==> config.mk <==
export PLATFORM = sky130hd
export DESIGN_NAME = rrn_ram
export DESIGN_NICKNAME = d
export VERILOG_FILES = /design/src/hw/rtl/rrn_ram.sv
export SDC_FILE = /design/constraint.sdc
export NUM_CORES = 1
export LEC_CHECK = 0
export BUFFER_PORTS_ARGS = -buffer_cell sky130_fd_sc_hd__buf_4
export CORE_MARGIN = 1.5
export CORE_UTILIZATION = 65
export CTS_CLUSTER_SIZE = 14
export DETAILED_ROUTE_END_ITERATION = 16
export PLACE_DENSITY_LB_ADDON = 0.08
export SYNTH_ARGS = -nofsm -noshare
export SYNTH_HDL_FRONTEND = slang
export SYNTH_SLANG_ARGS = --single-unit
==> constraint.sdc <==
create_clock -name clk -period 4.84 [get_ports clk]
set_clock_uncertainty 0.2 [all_clocks]
set_input_delay 0.242 -clock clk [delete_from_list [all_inputs] [get_ports clk]]
set_output_delay 0.242 -clock clk [all_outputs]
set_load 0.01 [all_outputs]
==> src/hw/rtl/rrn_ram.sv <==
// generic single-port-write, single-port-read ram with registered read data
// standalone, no package dependency
`default_nettype none

module rrn_ram #(
    parameter int WIDTH = 16,
    parameter int DEPTH = 32
) (
    input  wire logic                     clk,
    input  wire logic                     we,
    input  wire logic [$clog2(DEPTH)-1:0] waddr,
    input  wire logic [WIDTH-1:0]         wdata,
    input  wire logic                     re,
    input  wire logic [$clog2(DEPTH)-1:0] raddr,
    output logic      [WIDTH-1:0]         rdata
);

    logic [WIDTH-1:0] mem_reg [DEPTH];
    logic [WIDTH-1:0] rdata_reg;

    always_ff @(posedge clk)
    begin
        if (we)
        begin
            mem_reg[waddr] <= wdata;
        end
        // read data holds while re is low
        if (re)
        begin
            rdata_reg <= mem_reg[raddr];
        end
    end

    assign rdata = rdata_reg;

endmodule

`default_nettype wire

Word level (Yosys, flattened, before mapping)
Memories as Yosys holds them, arrays and structs flattened. A register that Yosys moved wholly into a read port is not among the register bits.
Cells that the tools add are included.
{"block": "op_classes", "n_mux": 2}
{"cell": "$mux W1", "n": 2}
{"block": "word_totals", "register_bits": 0, "mem_bits_rw": 512, "in_bits": 29, "out_inout_bits": 16, "mem_count": 1}
{"name": "mem_reg", "depth": 32, "width": 16, "rd": 1, "rd_clocked_by_memory_dff": 1, "wr": 1, "line_no": "18", "source": "logic [WIDTH-1:0] mem_reg [DEPTH];"}

Logic depth before layout (Yosys ltp)
{"block": "logic_depth", "word_depth": 2, "mapped_depth": 8, "depth_no_buf": 5}

Worst setup path after synthesis
Ideal clock, no wire load.
{"block": "synth_timing", "path_type": "input to register", "startpoint": "in waddr[1]", "endpoint": "mem mem_reg[12][0] (enable)", "setup_time_ns": 0.388, "arrival_time_ns": 1.594, "t_required_ns": 4.252, "setup_slack_ns": 2.658, "stages": 3, "n_path_buf": 1, "path_cell_list": "or3b_2 > clkbuf_1 > nor2_1"}
{"item": "start, declared", "line_no": "11", "source": "input wire logic [$clog2(DEPTH)-1:0] waddr,"}
{"item": "end, declared", "line_no": "18"}
No word-level cell before the write port.

Worst setup path after layout
{"block": "layout_timing", "startpoint": "in waddr[3]", "endpoint": "mem mem_reg[16][2] (enable)"}
No word-level cell before the write port.

==> flow_summary.ini <==
[routing]
drc_errors = 0
vias_per_cell = 6.404
firstDrtPassIters = 5
detail_route.wl_per_cell_um = 26.63
num_vias = 10760
totalWireLength_um = 44730
detail_route.iter0.violations = 1096
drtAntennaViolNets = 0

[outcome]
run_status = finished clean

[grt]
overflow_left_after_global_routing = 0
largest_net_degree_at_the_start_of_global_routing = 68
total_routing_resource_utilization_after_global_routing_pct = 27.83
grt_first_pass_wirelength_um = 66450
number_of_antenna_violations_at_the_first_check_in_global_routing = 2
grt_pass1_vias = 10710

[setup_path]
r2r.worst_path.cells = 5
regToRegSetupSlack_ns = 3.01
worstReg2RegStart = mem_reg[7][2]$_DFFE_PP_
timing.setup.critical_path_class = in -> reg
cp.arrival_ns = 2.53
setup.worst_path.end_class = flop
cp-start-kind = primary input
crit_path_max_fanout = 15
critical_path.reg2reg.endpoint = rdata[2]$_DFFE_PP_
critPathLaunch = waddr[3]
cp-endpoint = mem_reg[16][2]$_DFFE_PP_
crit_required_ns = 4.88

[clock_network]
post_cts_resize_count = 0
root_buffer = sky130_fd_sc_hd__clkbuf_16
clkSinkCount = 528
clock_buffer_count_from_cts = 51
cts.repair_timing.setup_buffer_count = 0
clock_tree.buffer_depth = 3
htree_num_levels = 2
clkLatencyLatePin_ns = 0.57
clk_pin_slew_worst_paths_ns = 0.06
cts.hold.buffers_added = 19
tritoncts = built

[sta]
setup-violations-final = 0
final.period_utilization_pct = 51.48
fin_worst_hold_slack_ns = 0.03072
report.final.hold_viol_count = 0
fin_tns_setup_ns = 0
worstMarginPinSlew_ns = 1.163
grt_setup_unrepaired = false
maxClockFrequency_mhz = 401.4
tightest_slew_margin_relative_to_the_limit_pct = 22.45
finalMaxSlewViolations = 0
min_period_ns = 2.491

[logic_synthesis]
synth_async_sr_flop_share_pct = 0
average_cell_area_after_synthesis_um2 = 18.11
yosysWarningCount = 0
synth_sequential_area_ratio_pct = 76.61
synth-seq-cells = 528
synthDominantCellAreaShare_pct = 76.61
post-synth-top-area-cell = sky130_fd_sc_hd__edfxtp_1
yosys_most_used_dff = sky130_fd_sc_hd__edfxtp_1
number_of_flops_mapped_to_enable_cells_by_yosys = 528
synth_top_cells_by_area = sky130_fd_sc_hd__edfxtp_1 77%, sky130_fd_sc_hd__mux2i_1 12%, sky130_fd_sc_hd__a22oi_1 2.3%, sky130_fd_sc_hd__a22o_1 1.4%, sky130_fd_sc_hd__nand3_1 0.82%
syn_nets = 1172
synth_cell_types = 25
syn_inst = 1143
synthesis.area_um2 = 20700

[placement]
dp.cells = 1567
gpl.final_weighted_congestion = 0.7720
placed_cell_area_um2 = 21380
placed_wire_length_estimate_after_detailed_placement_um = 25000
placement.io_buffers = 44

[cells_and_area]
final_util_pct = 73.25
num-nets-final = 1266
multi_input_combinational_cell_area_um2 = 4317
final_cell_count_without_fillers = 1680
fillCellCount = 1921
post_route_cells_drive_above_1_share_pct = 12.36
post-route-cell-area_um2 = 23050
reg_area_um2 = 15860
area_growth_syn_to_layout_pct = 11.39
diodes = 0
largest_reg_flops = 512

[hold_path]
holdCritPathClass = in -> reg
min_delay_src = waddr[2]
hold_depth = 3

[power_and_ir_drop]
power.density_cell_area_nw_per_um2 = 399.0
power_leakage_uw = 0.008087
max-vdd-ir-drop_v = 0.0003424

[floorplanning]
pin_count = 45
die_w_um = 181.4
fp.dieH_um = 181.4
core.rowCount = 65
core_region_area_um2 = 31470
initial_utilization_pct = 65.76
die-area_um2 = 32920

[flow_run]
cap_viol_max_count = 0
## worst min-delay path by stage
stage                                     to
floorplan            mem_reg[0][0]$_DFFE_PP_
global placement                    rdata[2]
detailed placement                  rdata[7]
CTS                 mem_reg[19][8]$_DFFE_PP_
global route        mem_reg[20][1]$_DFFE_PP_
finish              mem_reg[19][1]$_DFFE_PP_
## cells in the mapped netlist, types with 12 or more instances
master,n
sky130_fd_sc_hd__clkbuf_1,12
sky130_fd_sc_hd__nor3_1,16
sky130_fd_sc_hd__buf_4,19
sky130_fd_sc_hd__a22o_1,32
sky130_fd_sc_hd__nor2_1,33
sky130_fd_sc_hd__a31oi_1,16
sky130_fd_sc_hd__buf_2,19
sky130_fd_sc_hd__edfxtp_1,528
sky130_fd_sc_hd__mux2i_1,256
sky130_fd_sc_hd__a22oi_1,64
sky130_fd_sc_hd__nand4_1,16
sky130_fd_sc_hd__nand2_1,33
sky130_fd_sc_hd__a21oi_1,32
sky130_fd_sc_hd__nand3_1,34
## cells in the final DEF, fill, tap and decap left out
cell type	netlist	routed
sky130_fd_sc_hd__clkbuf_1	12	19
sky130_fd_sc_hd__a21oi_1	32	32
sky130_fd_sc_hd__buf_12	5	2
sky130_fd_sc_hd__nor2_4	1	1
sky130_fd_sc_hd__nor3_1	16	16
sky130_fd_sc_hd__dlygate4sd3_1	0	19
sky130_fd_sc_hd__or3b_2	3	3
sky130_fd_sc_hd__nand3_1	34	34
sky130_fd_sc_hd__clkinv_1	0	13
sky130_fd_sc_hd__or2_1	1	1
sky130_fd_sc_hd__nand3b_1	5	5
sky130_fd_sc_hd__mux2i_1	256	256
sky130_fd_sc_hd__clkbuf_16	0	51
sky130_fd_sc_hd__buf_8	6	1
sky130_fd_sc_hd__bufinv_16	0	1
sky130_fd_sc_hd__nor2b_4	0	2
sky130_fd_sc_hd__or3_1	1	1
sky130_fd_sc_hd__nand4_1	16	16
sky130_fd_sc_hd__edfxtp_1	528	528
sky130_fd_sc_hd__clkinv_2	0	7
sky130_fd_sc_hd__buf_4	19	86
sky130_fd_sc_hd__nor2_1	33	33
sky130_fd_sc_hd__a22o_1	32	32
sky130_fd_sc_hd__a31oi_1	16	16
sky130_fd_sc_hd__and2_2	0	1
sky130_fd_sc_hd__nand2_1	33	33
sky130_fd_sc_hd__nand2b_1	2	2
sky130_fd_sc_hd__a22oi_1	64	64
sky130_fd_sc_hd__inv_6	0	3
## critical path, cell delays in order
cell and delay, ns:
sky130_fd_sc_hd__dlygate4sd3_1 0.54, sky130_fd_sc_hd__buf_4 0.16, sky130_fd_sc_hd__or3b_2 0.51, sky130_fd_sc_hd__dlygate4sd3_1 0.60, sky130_fd_sc_hd__nor2_1 0.16, sky130_fd_sc_hd__buf_4 0.31
## layer usage
metal  up-vias  track usage (%)  part of all wire, %
met5         -                0                0.045
met4         4            8.367                  2.5
met3       100            4.232                  7.6
met2       453            45.35                   48
met1      5444            39.62                   42
li1       4757                -                    -
## power breakdown
group / total, uW / switching (uW) / internal (uW) / leakage [uW]
clock: 3580 / 1580 / 2000 / 0.000726
combinational: 497 / 322 / 174 / 0.00259
sequential: 5120 / 21.3 / 5100 / 0.00477
## metrics by stage
step           worst slack (ns)  total power (uW)
3_5_place_dp              2.071              5702
5_1_grt                   2.292              9453
3_3_place_gp              2.105              5691
2_1_floorplan             2.658              5506
4_1_cts                   2.361              9240
6_report                  2.349              9199
## cells by family after synthesis
| logic type | after synthesis | synth area share, % |
|---|---|---|
| DFF | 528 | 76.61 |
| muxes | 256 | 12.38 |
| buffers and inverters | 67 | 2.612 |
| AOI/OAI and AO/OA | 144 | 4.933 |
| and+or+nand+nor | 148 | 3.464 |
## final cells by class
cell class	count	area share (%)
repair buffers	108	3.864
clock buffers	70	5.845
multi-input cells	548	18.72
clock inverters	24	0.6079
well taps	402	2.182
flip-flops and latches	528	68.78
No activity file was read; power rests on OpenSTA's default activity.
